File: config.mk
export PLATFORM = sky130hd
export DESIGN_NAME = top_k_score_table_unit_flat
export DESIGN_NICKNAME = d
export VERILOG_FILES = /design/src/tkst_pkg.sv /design/src/tkst_ifs.sv /design/src/tkst_dpath.sv /design/src/tkst_ctrl.sv /design/src/top_k_score_table_unit.sv /design/src/flat_wrapper.sv
export SDC_FILE = /design/constraint.sdc
export NUM_CORES = 2
export LEC_CHECK = 0
export BUFFER_PORTS_ARGS = -buffer_cell sky130_fd_sc_hd__buf_2
export CORE_MARGIN = 5
export CORE_UTILIZATION = 47
export DETAILED_ROUTE_END_ITERATION = 8
export PLACE_DENSITY_LB_ADDON = 0.08
export SLEW_MARGIN = 20
export SYNTH_ARGS = -nofsm -noshare
export SYNTH_HDL_FRONTEND = slang
export SYNTH_HIERARCHICAL = 1
export SYNTH_SLANG_ARGS = --single-unit
File: constraint.sdc
create_clock -name clock -period 11.85 [get_ports clock]
set_input_delay 2.37 -clock clock [delete_from_list [all_inputs] [get_ports clock]]
set_output_delay 2.37 -clock clock [all_outputs]
set_load 0.05 [all_outputs]
File: src/tkst_pkg.sv
`default_nettype none

package tkst_pkg;

   // Table geometry.
   localparam int DEPTH      = 16;
   localparam int IDX_W      = $clog2(DEPTH);
   localparam int CNT_W      = $clog2(DEPTH + 1);
   localparam int RANK_W     = 4;
   localparam int MAX_OUT    = 16;
   localparam int DUMP_LIMIT = (DEPTH < MAX_OUT) ? DEPTH : MAX_OUT;

   // Field widths.
   localparam int OP_W    = 2;
   localparam int ID_W    = 32;
   localparam int SCORE_W = 32;

   // Operation codes.
   localparam logic [OP_W-1:0] OP_INSERT = 2'd0;
   localparam logic [OP_W-1:0] OP_DUMP   = 2'd1;
   localparam logic [OP_W-1:0] OP_LOOKUP = 2'd2;

   typedef logic [OP_W-1:0]           op_type;
   typedef logic [ID_W-1:0]           id_type;
   typedef logic signed [SCORE_W-1:0] score_type;
   typedef logic [IDX_W-1:0]          idx_type;
   typedef logic [CNT_W-1:0]          cnt_type;
   typedef logic [RANK_W-1:0]         rank_type;

   // Commands from the controller to the datapath.
   typedef struct packed {
      logic latch_req;
      logic do_insert;
      logic emit_lookup;
      logic emit_dump;
   } cmd_type;

   // Status from the datapath to the controller.
   typedef struct packed {
      op_type op;
      logic   out_free;
      logic   dump_last;
   } status_type;

   // True when (score_a, id_a) ranks strictly above (score_b, id_b).
   function automatic logic ranks_above(score_type score_a, id_type id_a,
                                        score_type score_b, id_type id_b);
      logic result;
      if (score_a != score_b) begin
         result = score_a > score_b;
      end else begin
         result = id_a > id_b;
      end
      return result;
   endfunction

   // Rank as reported: the low bits of the table position.
   function automatic rank_type rank_of(idx_type idx);
      return RANK_W'(idx);
   endfunction

endpackage

`default_nettype wire

File: src/tkst_ifs.sv
`default_nettype none

interface tkst_req_if import tkst_pkg::*; ();
   logic      valid;
   logic      ready;
   op_type    operation;
   id_type    player_id;
   score_type score;

   modport source (output valid, output operation, output player_id, output score,
                   input ready);
   modport sink (input valid, input operation, input player_id, input score,
                 output ready);
endinterface

interface tkst_rsp_if import tkst_pkg::*; ();
   logic      valid;
   logic      ready;
   id_type    out_id;
   score_type out_score;
   rank_type  rank;
   logic      found;
   logic      last;

   modport source (output valid, output out_id, output out_score, output rank,
                   output found, output last, input ready);
   modport sink (input valid, input out_id, input out_score, input rank,
                 input found, input last, output ready);
endinterface

`default_nettype wire

File: src/tkst_dpath.sv
`default_nettype none

module tkst_dpath import tkst_pkg::*; (
   input  wire        clock,
   input  wire        reset,
   input  cmd_type    cmd,
   output status_type status,
   input  op_type     req_operation,
   input  id_type     req_player_id,
   input  score_type  req_score,
   output logic       rsp_valid,
   input  wire        rsp_ready,
   output id_type     rsp_out_id,
   output score_type  rsp_out_score,
   output rank_type   rsp_rank,
   output logic       rsp_found,
   output logic       rsp_last
);

   // Latched request.
   op_type    op_ff;
   id_type    qid_ff;
   score_type qscore_ff;

   // Ranked table, highest at index 0.
   score_type tab_score_ff [DEPTH];
   id_type    tab_id_ff    [DEPTH];
   score_type tab_score_in [DEPTH];
   id_type    tab_id_in    [DEPTH];
   logic      tab_we;

   cnt_type fill_ff, fill_in;
   idx_type dump_idx_ff, dump_idx_in;

   // Output word register.
   logic      out_valid_ff, out_valid_in;
   id_type    out_id_ff, out_id_in;
   score_type out_score_ff, out_score_in;
   rank_type  out_rank_ff, out_rank_in;
   logic      out_found_ff, out_found_in;
   logic      out_last_ff, out_last_in;
   logic      out_load;

   logic       full, take_full;
   cnt_type    n_eff;
   logic [DEPTH-1:0] above;
   logic       hit_any;
   idx_type    hit_idx;
   idx_type    rd_idx;
   score_type  rd_score;
   id_type     rd_id;
   cnt_type    dump_cnt;
   logic       table_empty;
   logic       dump_last;
   logic       out_free;

   always_ff @(posedge clock) begin
      if (cmd.latch_req) begin
         op_ff     <= req_operation;
         qid_ff    <= req_player_id;
         qscore_ff <= req_score;
      end
   end

   // Insertion: every slot compares the new entry against itself at once.
   always_comb begin
      full      = (fill_ff == CNT_W'(DEPTH));
      take_full = qscore_ff > tab_score_ff[DEPTH-1];
      n_eff     = full ? CNT_W'(DEPTH - 1) : fill_ff;
      tab_we    = cmd.do_insert && (!full || take_full);
      for (int i = 0; i < DEPTH; i++) begin
         above[i] = (CNT_W'(i) < n_eff)
                    && ranks_above(qscore_ff, qid_ff, tab_score_ff[i], tab_id_ff[i]);
      end
      for (int i = 0; i < DEPTH; i++) begin
         if (i > 0 && above[(i > 0) ? i - 1 : 0]) begin
            tab_score_in[i] = tab_score_ff[(i > 0) ? i - 1 : 0];
            tab_id_in[i]    = tab_id_ff[(i > 0) ? i - 1 : 0];
         end else if (above[i] || CNT_W'(i) == n_eff) begin
            tab_score_in[i] = qscore_ff;
            tab_id_in[i]    = qid_ff;
         end else begin
            tab_score_in[i] = tab_score_ff[i];
            tab_id_in[i]    = tab_id_ff[i];
         end
      end
      fill_in = (tab_we && !full) ? fill_ff + CNT_W'(1) : fill_ff;
   end

   always_ff @(posedge clock) begin
      if (tab_we) begin
         for (int i = 0; i < DEPTH; i++) begin
            tab_score_ff[i] <= tab_score_in[i];
            tab_id_ff[i]    <= tab_id_in[i];
         end
      end
   end

   // Lookup: the highest-ranked matching slot wins.
   always_comb begin
      hit_any = 1'b0;
      hit_idx = '0;
      for (int i = DEPTH - 1; i >= 0; i--) begin
         if (CNT_W'(i) < fill_ff && tab_id_ff[i] == qid_ff) begin
            hit_any = 1'b1;
            hit_idx = IDX_W'(i);
         end
      end
   end

   // One shared read port for lookup and dump.
   always_comb begin
      rd_idx      = cmd.emit_lookup ? hit_idx : dump_idx_ff;
      rd_score    = tab_score_ff[rd_idx];
      rd_id       = tab_id_ff[rd_idx];
      dump_cnt    = (fill_ff < CNT_W'(DUMP_LIMIT)) ? fill_ff : CNT_W'(DUMP_LIMIT);
      table_empty = (fill_ff == '0);
      dump_last   = table_empty || (CNT_W'(dump_idx_ff) + CNT_W'(1) == dump_cnt);
      out_free    = !out_valid_ff || rsp_ready;
      out_load    = cmd.emit_lookup || cmd.emit_dump;
   end

   always_comb begin
      out_id_in    = out_id_ff;
      out_score_in = out_score_ff;
      out_rank_in  = out_rank_ff;
      out_found_in = out_found_ff;
      out_last_in  = out_last_ff;
      if (cmd.emit_lookup) begin
         out_id_in    = hit_any ? rd_id : qid_ff;
         out_score_in = hit_any ? rd_score : '0;
         out_rank_in  = hit_any ? rank_of(hit_idx) : '0;
         out_found_in = hit_any;
         out_last_in  = 1'b1;
      end else if (cmd.emit_dump) begin
         out_id_in    = table_empty ? '0 : rd_id;
         out_score_in = table_empty ? '0 : rd_score;
         out_rank_in  = table_empty ? '0 : rank_of(dump_idx_ff);
         out_found_in = !table_empty;
         out_last_in  = dump_last;
      end
      out_valid_in = out_load || (out_valid_ff && !rsp_ready);
      if (cmd.latch_req) begin
         dump_idx_in = '0;
      end else if (cmd.emit_dump) begin
         dump_idx_in = dump_idx_ff + IDX_W'(1);
      end else begin
         dump_idx_in = dump_idx_ff;
      end
   end

   always_ff @(posedge clock) begin
      if (reset) begin
         fill_ff      <= '0;
         out_valid_ff <= 1'b0;
         dump_idx_ff  <= '0;
      end else begin
         fill_ff      <= fill_in;
         out_valid_ff <= out_valid_in;
         dump_idx_ff  <= dump_idx_in;
      end
   end

   always_ff @(posedge clock) begin
      out_id_ff    <= out_id_in;
      out_score_ff <= out_score_in;
      out_rank_ff  <= out_rank_in;
      out_found_ff <= out_found_in;
      out_last_ff  <= out_last_in;
   end

   assign status.op        = op_ff;
   assign status.out_free  = out_free;
   assign status.dump_last = dump_last;

   assign rsp_valid     = out_valid_ff;
   assign rsp_out_id    = out_id_ff;
   assign rsp_out_score = out_score_ff;
   assign rsp_rank      = out_rank_ff;
   assign rsp_found     = out_found_ff;
   assign rsp_last      = out_last_ff;

   a_fill_bound: assert property (@(posedge clock) disable iff (reset)
      fill_ff <= CNT_W'(DEPTH))
      else $error("fill count beyond table depth");

   a_fill_grows: assert property (@(posedge clock) disable iff (reset)
      (cmd.do_insert && !full) |=> (fill_ff == $past(fill_ff) + CNT_W'(1)))
      else $error("insert into a non-full table did not grow it");

   a_no_overwrite: assert property (@(posedge clock) disable iff (reset)
      out_load |-> out_free)
      else $error("output word loaded while the previous one is still held");

endmodule

`default_nettype wire

File: src/tkst_ctrl.sv
`default_nettype none

module tkst_ctrl import tkst_pkg::*; (
   input  wire        clock,
   input  wire        reset,
   input  wire        req_valid,
   output logic       req_ready,
   input  status_type status,
   output cmd_type    cmd
);

   localparam logic [1:0] ST_IDLE = 2'd0;
   localparam logic [1:0] ST_EXEC = 2'd1;
   localparam logic [1:0] ST_DUMP = 2'd2;

   logic [1:0] state_ff, state_in;

   always_comb begin
      state_in        = state_ff;
      req_ready       = 1'b0;
      cmd.latch_req   = 1'b0;
      cmd.do_insert   = 1'b0;
      cmd.emit_lookup = 1'b0;
      cmd.emit_dump   = 1'b0;
      case (state_ff)
         ST_IDLE: begin
            req_ready     = 1'b1;
            cmd.latch_req = req_valid;
            if (req_valid) begin
               state_in = ST_EXEC;
            end
         end
         ST_EXEC: begin
            case (status.op)
               OP_INSERT: begin
                  cmd.do_insert = 1'b1;
                  state_in      = ST_IDLE;
               end
               OP_DUMP: begin
                  state_in = ST_DUMP;
               end
               OP_LOOKUP: begin
                  if (status.out_free) begin
                     cmd.emit_lookup = 1'b1;
                     state_in        = ST_IDLE;
                  end
               end
               default: begin
                  state_in = ST_IDLE;
               end
            endcase
         end
         ST_DUMP: begin
            if (status.out_free) begin
               cmd.emit_dump = 1'b1;
               if (status.dump_last) begin
                  state_in = ST_IDLE;
               end
            end
         end
         default: begin
            state_in = ST_IDLE;
         end
      endcase
   end

   always_ff @(posedge clock) begin
      if (reset) begin
         state_ff <= ST_IDLE;
      end else begin
         state_ff <= state_in;
      end
   end

   a_dump_ends: assert property (@(posedge clock) disable iff (reset)
      (cmd.emit_dump && status.dump_last) |=> (state_ff == ST_IDLE))
      else $error("dump did not finish after its last word");

   a_accept_exec: assert property (@(posedge clock) disable iff (reset)
      cmd.latch_req |=> (state_ff == ST_EXEC))
      else $error("accepted request not executed");

   a_one_cmd: assert property (@(posedge clock) disable iff (reset)
      $onehot0({cmd.latch_req, cmd.do_insert, cmd.emit_lookup, cmd.emit_dump}))
      else $error("more than one command issued in a cycle");

endmodule

`default_nettype wire

File: src/top_k_score_table_unit.sv
`default_nettype none

// Ranked score table holding up to DEPTH (player id, score) entries, kept in
// order of score and then id, highest first.
// Requests arrive on the req channel and results leave on the rsp channel;
// both use a valid/ready handshake, and a word moves at a clock edge where
// valid and ready are both high.
// An insert gives no word: the request is accepted in the idle state, and
// then in the execute state every slot compares itself with the new entry in
// parallel and the table shifts down below the insertion point.
// A lookup compares all stored ids in parallel and loads its single word
// into the output register in the execute state once that register is free;
// the controller then returns to idle, ready for the next request.
// A dump streams the entries from the top, at most sixteen of them, in the
// dump state, one word per cycle while the receiver takes them, marking the
// final word with last. An empty table dumps one word with found low.
// Requests are handled one at a time; the output register lets a new request
// be accepted while the last word is still waiting to be taken.
// When the receiver stalls, the word is held and the dump pauses.
// Synchronous reset empties the table; no clearing pass is needed because
// entries beyond the fill count are never read.

module top_k_score_table_unit import tkst_pkg::*; (
   input  wire      clock,
   input  wire      reset,
   tkst_req_if.sink   req,
   tkst_rsp_if.source rsp
);

   cmd_type    cmd;
   status_type status;
   logic       req_ready;

   tkst_ctrl u_ctrl (
      .clock     (clock),
      .reset     (reset),
      .req_valid (req.valid),
      .req_ready (req_ready),
      .status    (status),
      .cmd       (cmd)
   );

   tkst_dpath u_dpath (
      .clock         (clock),
      .reset         (reset),
      .cmd           (cmd),
      .status        (status),
      .req_operation (req.operation),
      .req_player_id (req.player_id),
      .req_score     (req.score),
      .rsp_valid     (rsp.valid),
      .rsp_ready     (rsp.ready),
      .rsp_out_id    (rsp.out_id),
      .rsp_out_score (rsp.out_score),
      .rsp_rank      (rsp.rank),
      .rsp_found     (rsp.found),
      .rsp_last      (rsp.last)
   );

   assign req.ready = req_ready;

endmodule

`default_nettype wire
File: src/flat_wrapper.sv
// flat-port wrapper written by rule: the top's interface ports become plain ports
module top_k_score_table_unit_flat import tkst_pkg::*;
  (clock, reset, req_valid, req_operation, req_player_id, req_score, req_ready, rsp_valid, rsp_out_id, rsp_out_score, rsp_rank, rsp_found, rsp_last, rsp_ready);
  tkst_req_if req_i ();
  tkst_rsp_if rsp_i ();
  input  wire clock;
  input  wire reset;
  input wire logic [$bits(req_i.valid)-1:0] req_valid;
  input wire logic [$bits(req_i.operation)-1:0] req_operation;
  input wire logic [$bits(req_i.player_id)-1:0] req_player_id;
  input wire logic [$bits(req_i.score)-1:0] req_score;
  output wire logic [$bits(req_i.ready)-1:0] req_ready;
  output wire logic [$bits(rsp_i.valid)-1:0] rsp_valid;
  output wire logic [$bits(rsp_i.out_id)-1:0] rsp_out_id;
  output wire logic [$bits(rsp_i.out_score)-1:0] rsp_out_score;
  output wire logic [$bits(rsp_i.rank)-1:0] rsp_rank;
  output wire logic [$bits(rsp_i.found)-1:0] rsp_found;
  output wire logic [$bits(rsp_i.last)-1:0] rsp_last;
  input wire logic [$bits(rsp_i.ready)-1:0] rsp_ready;
  assign req_i.valid = req_valid;
  assign req_i.operation = req_operation;
  assign req_i.player_id = req_player_id;
  assign req_i.score = req_score;
  assign req_ready = req_i.ready;
  assign rsp_valid = rsp_i.valid;
  assign rsp_out_id = rsp_i.out_id;
  assign rsp_out_score = rsp_i.out_score;
  assign rsp_rank = rsp_i.rank;
  assign rsp_found = rsp_i.found;
  assign rsp_last = rsp_i.last;
  assign rsp_i.ready = rsp_ready;
  top_k_score_table_unit u_core (.clock(clock), .reset(reset), .req(req_i), .rsp(rsp_i));
endmodule
* Word-level counts from Yosys, hierarchy flattened
Memories as Yosys holds them, arrays and structs flattened. Index checks and enable logic that the tools add are counted.
Operators by class: add/sub/neg operators 3, $mul 0, divide/modulo/power cells 0, $lt $le $gt $ge 65, equality and inequality tests 57, shift-type cells 0, mux-type cells 142, bitwise operators 0, reduce and logical (&&, ||, !) cells 67
Operators by type and width (count):
- $mux W32 | 70
- $gt A32 B32 Y1 | 32
- $eq A32 B32 Y1 | 16
- $ne A32 B32 Y1 | 16
- $mux W4 | 21
- $lt A4 B5 Y1 const A | 16
- $mux W1 | 42
- $eq A4 B5 Y1 const A | 8
- $lt A3 B5 Y1 const A | 8
- $logic_and A1 B1 Y1 | 35
- $logic_or A1 B1 Y1 | 21
- $eq A3 B5 Y1 const A | 4
- $lt A1 B5 Y1 const A | 4
- $lt A2 B5 Y1 const A | 4
- $eq A2 B5 Y1 const A | 2
- $logic_not A5 Y1 | 2
- $mux W2 | 5
- $mux W5 | 2
- $ne A2 B2 Y1 const B | 3
- $pmux W2 S3 | 1
- $add A4 B1 Y5 const B | 1
- $add A5 B1 Y5 const B | 1
- $eq A1 B5 Y1 const A | 1
- $eq A5 B5 Y1 | 1
- other kinds (12) | 18
Word-level totals: bits in registers 148, bits in latches 0, memory bits (writable) 1024, ROM bits 0, output and inout port bits 72, memories kept 2
Memories:
- u_core.u_dpath.tab_id_ff | words 16, bits a word 32, rd ports 17, clocked after Yosys merged registers in 0, write ports 16, RTL line tkst_dpath.sv:27 | id_type tab_id_ff [DEPTH];
- u_core.u_dpath.tab_score_ff | words 16, bits a word 32, rd ports 17, clocked after Yosys merged registers in 0, write ports 16, RTL line tkst_dpath.sv:26 | score_type tab_score_ff [DEPTH];

* Longest topological paths before layout
An unclocked memory read counts as a cell.
depth in word-level cells 23, gate-level depth with buffers 16, mapped depth without buffers 13

* Hierarchy
Netlist, hierarchy kept.
By module, submodules not included:
- tkst_dpath | instances 1, cells an instance 7712, area an instance 83642.7 sq um
- tkst_ctrl | instances 1, cells an instance 16, area an instance 126.4 sq um

* Worst setup path after synthesis
No wires, ideal clock.
kind register -> register, start point register u_core.u_dpath.qscore_ff[28], end point memory u_core/u_dpath/tab_id_ff[1][0] (netlist bit), enable pin, library setup time 0.602 ns, arrival time 8.011 ns, required time 11.248 ns, setup slack 3.237 ns, cell stages (with the launch flop) 11, path buffers 0, period minus slack after synthesis 8.613 ns, path through edfxtp_1 ha_1 and4_1 nand4_1 or3_1 or4_1 nor3_2 nor3b_1 nand4_1 nand3_2 a311oi_1
RTL lines:
- from (decl) | RTL line tkst_dpath.sv:23 | score_type qscore_ff;
- from (signal assigned) | RTL line tkst_dpath.sv:61 | qscore_ff <= req_score;
- to (decl) | RTL line tkst_dpath.sv:27

==> impl_metrics.env <==
export IMPL_outcome="finished, final reports clean"
export IMPL_slew_viol_final=0
export IMPL_grt_max_degree=209
export IMPL_hp_class="reg -> reg"
export IMPL_finalWirelength_microns=331000
export IMPL_grt_overflow_total=0
export IMPL_gp_routability_congestion=0.997
export IMPL_cts_buffers=149
export IMPL_track_usage=0.346
export IMPL_cp_max_fo=41
export IMPL_rsz0062_at_grt="false"
export IMPL_hpwl_microns=236000
export IMPL_crit_required_ns=12.41
export IMPL_tns_ns=0
export IMPL_seq_area_sq_um=35100
export IMPL_drc=0
export IMPL_rows=155
export IMPL_synth_area_top_cells="edfxtp_1 (42%), ha_1 (15%), mux2_2 (11%)"
export IMPL_drv_cap=0
export IMPL_synth_async_reset_ratio=0
export IMPL_period_share=0.570
export IMPL_total_leakage_power_nw=38.9
export IMPL_drt_initial_drc_count=8423
export IMPL_io_buffers=141
export IMPL_ys_warn_count=6
export IMPL_die_area_sq_um=187000
export IMPL_grt_pass1_vias=63500
export IMPL_worstPathArrival_ns=7.31
export IMPL_core_area_sq_um=178000
export IMPL_path_clk_slew_ns=0.06
export IMPL_synth_top_area_frac=0.415
export IMPL_clk_latency_ns=0.82
export IMPL_setup_viol=0
export IMPL_firstDrtPassIters=8
export IMPL_start_util=0.471
export IMPL_yosysTopAreaCell="edfxtp_1"
export IMPL_slew_headroom=0.0603
export IMPL_ys_seq_area_frac=0.419
export IMPL_min_period_ns=6.76
export IMPL_die_h_microns=432
export IMPL_post_cts_buffers=0
export IMPL_cts_sinks=1172
export IMPL_multiInputGateArea_sq_um=43600
export IMPL_layout_drive_gt1_share=0.189
export IMPL_nets=8926
export IMPL_vias=66200
export IMPL_io_pins=142
export IMPL_synthCells=7728
export IMPL_htreeDepth=4
export IMPL_placed_cells=10000
export IMPL_grt_pass1_wl_microns=467000
export IMPL_critPathLaunchType="register"
export IMPL_cts_tree="yes"
export IMPL_antenna_found_initial=18
export IMPL_ant_nets=0
export IMPL_irDropWorstVdd_mv=0.123
export IMPL_synth_flop_cell="edfxtp_1"
export IMPL_critPathKind="reg -> reg"
export IMPL_fin_cells=10300
export IMPL_crit_path_end_kind="register"
export IMPL_syn_cell_area_sq_um=83800
export IMPL_syn_avg_cell_area_sq_um=10.8
export IMPL_hold_buffers=0
export IMPL_p_per_area_nw_per_um2=109
export IMPL_yosys_register_bits=1172
export IMPL_synth_distinct_cells=108
export IMPL_fmax_ghz=0.148
export IMPL_routed_via_density=6.44
export IMPL_postCtsResizedCells=0
export IMPL_area_growth_pct=10.0
export IMPL_synth_edff_count=1159
export IMPL_cts_root_buf="clkbuf_16"
export IMPL_avgRoutedWirePerCell_microns=32.2
export IMPL_final_setup_skew_ns=0.0352
export IMPL_die_w_microns=432
export IMPL_fillers=15900
export IMPL_worst_pin_slew_ns=1.40
export IMPL_synth_nets=8825
export IMPL_hold_violations=0
export IMPL_clk_path_buf_depth=3
-- cell type report --
type                            count  area share
Inverter                         1026      0.0418
Clock buffer                      197      0.0443
Sequential cell                  1172       0.380
Antenna cell                        3   0.0000815
Timing Repair Buffer              322      0.0227
Multi-Input combinational cell   5158       0.473
Tap cell                         2355      0.0320
Clock inverter                     59     0.00543
-- critical path, cell delays in order, from the launching register on --
cell and delay, ns:
edfxtp_1 0.32, buf_4 0.40, ha_1 0.32, nand4_1 0.27
inv_1 0.07, a21oi_1 0.16, a21oi_1 0.10, a211oi_1 0.60
o21ai_0 0.34, buf_4 0.27, a221oi_1 1.01, a21oi_1 0.37
o31ai_4 0.37, buf_4 0.53, buf_4 0.72, mux2_2 0.45
-- placed cells by master, fill, tap and decap left out, types with 15 or more instances in the layout --
master,count
a211o_1,38
a211oi_1,24
a21o_1,227
a21oi_1,372
a221o_1,44
a221oi_1,45
a22oi_1,39
a31oi_1,49
a31oi_4,15
a32o_1,33
and3_1,44
and4_1,26
buf_2,141
buf_4,178
clkbuf_1,40
clkbuf_16,157
clkinv_1,31
edfxtp_1,1159
ha_1,1027
inv_1,1023
mux2_1,15
mux2_2,809
mux2_4,76
mux2i_1,122
nand2_1,403
nand2b_1,34
nand3_1,127
nand4_1,253
nor2_1,164
nor2b_1,74
nor3_1,54
nor4_1,23
o211ai_1,223
o21a_1,60
o21ai_0,426
o21ai_1,51
o22ai_1,46
-- synth_stat cells, types with 9 or more instances --
cell / n
edfxtp_1: 1159
ha_1: 1027
inv_1: 1024
mux2_2: 809
o21ai_0: 428
nand2_1: 405
a21oi_1: 377
nand4_1: 253
a21o_1: 228
o211ai_1: 223
clkbuf_1: 179
nor2_1: 168
buf_2: 155
nand3_1: 127
mux2i_1: 122
mux2_4: 76
nor2b_1: 74
a31oi_1: 62
o21a_1: 60
nor3_1: 57
o21ai_1: 51
o22ai_1: 47
a221oi_1: 45
a221o_1: 44
and3_1: 44
a22oi_1: 39
a211o_1: 38
nand2b_1: 34
a32o_1: 33
nor4_1: 31
a211oi_1: 26
and4_1: 26
buf_4: 19
mux2_1: 15
dfxtp_1: 13
o2111ai_1: 13
and2_1: 12
or3_1: 12
buf_6: 10
o31ai_1: 9
-- registers in the layout, summed over array words and instances (netlist names) --
register and flops:
u_core/u_dpath/fill_ff 5, u_core/u_dpath/rsp_out_id 32, u_core/u_dpath/tab_score_ff 512, u_core/u_dpath/qscore_ff 32, u_core/u_dpath/tab_id_ff 512, u_core/u_dpath/op_ff 2
u_core/u_dpath/rsp_out_score 32, u_core/u_ctrl/state_ff 2, u_core/u_dpath/rsp_found 1, u_core/u_dpath/rsp_rank 4, u_core/u_dpath/dump_idx_ff 4, u_core/u_dpath/rsp_last 1
u_core/u_dpath/rsp_valid 1, u_core/u_dpath/qid_ff 32
-- per-stage QoR --
stage	worst slack, ns	hold slack, ns	utilization	area, sq um	total power [W]
2_1_floorplan	3.24	0.498	-	83800	0.00534
3_3_place_gp	4.89	0.541	0.492	87500	0.00567
3_5_place_dp	4.78	0.553	0.492	87600	0.00569
4_1_cts	5.20	0.554	0.518	92100	0.0101
5_1_grt	5.10	0.579	0.518	92200	0.0104
6_report	5.09	0.559	0.518	92200	0.0101
-- metal layers --
layer / share of wire / global-route usage / wire length, microns / vias up
met5: 0.00017 / 0 / 57 / -
met4: 0.043 / 0.133 / 14200 / 8
met3: 0.097 / 0.0689 / 32300 / 590
met2: 0.43 / 0.524 / 143000 / 3320
met1: 0.43 / 0.489 / 142000 / 33200
li1: - / - / - / 29100
-- logic make-up (layout without fill, tap and decap cells) --
family                   Yosys count  count (layout)  share of synthesized area
multiplexers                    1022            1022                      0.139
AND/OR/NAND/NOR                 1299            1299                     0.0802
adder cells (fa/ha/maj)         1027            1027                      0.153
other                              0               3                          0
XOR/XNOR                           9               9                   0.000941
buffers and inverters           1398            1604                     0.0674
flip-flops                      1172            1172                      0.419
AO/OA/AOI/OAI                   1801            1801                      0.141
-- power by group --
group | switching (W) | internal [W] | leakage (nW)
registers | 0.0000162 | 0.00459 | 10.6
clock network | 0.00185 | 0.00259 | 2.22
logic | 0.000624 | 0.000398 | 26.0
total | 0.00249 | 0.00758 | 38.9
-- final timing paths --
check	end	cells after the start	slack (ns)	from
max reg2reg	u_core/u_dpath/tab_score_ff[11][24]	15	5.09	u_core/u_dpath/qid_ff[10]
max	u_core/u_dpath/tab_score_ff[11][24]	15	5.09	u_core/u_dpath/qid_ff[10]
min	u_core/u_dpath/tab_score_ff[9][29]	1	0.56	u_core/u_dpath/tab_score_ff[8][29]
min reg2reg	u_core/u_dpath/tab_score_ff[9][29]	1	0.56	u_core/u_dpath/tab_score_ff[8][29]
No activity file was read; power rests on OpenSTA's default activity.
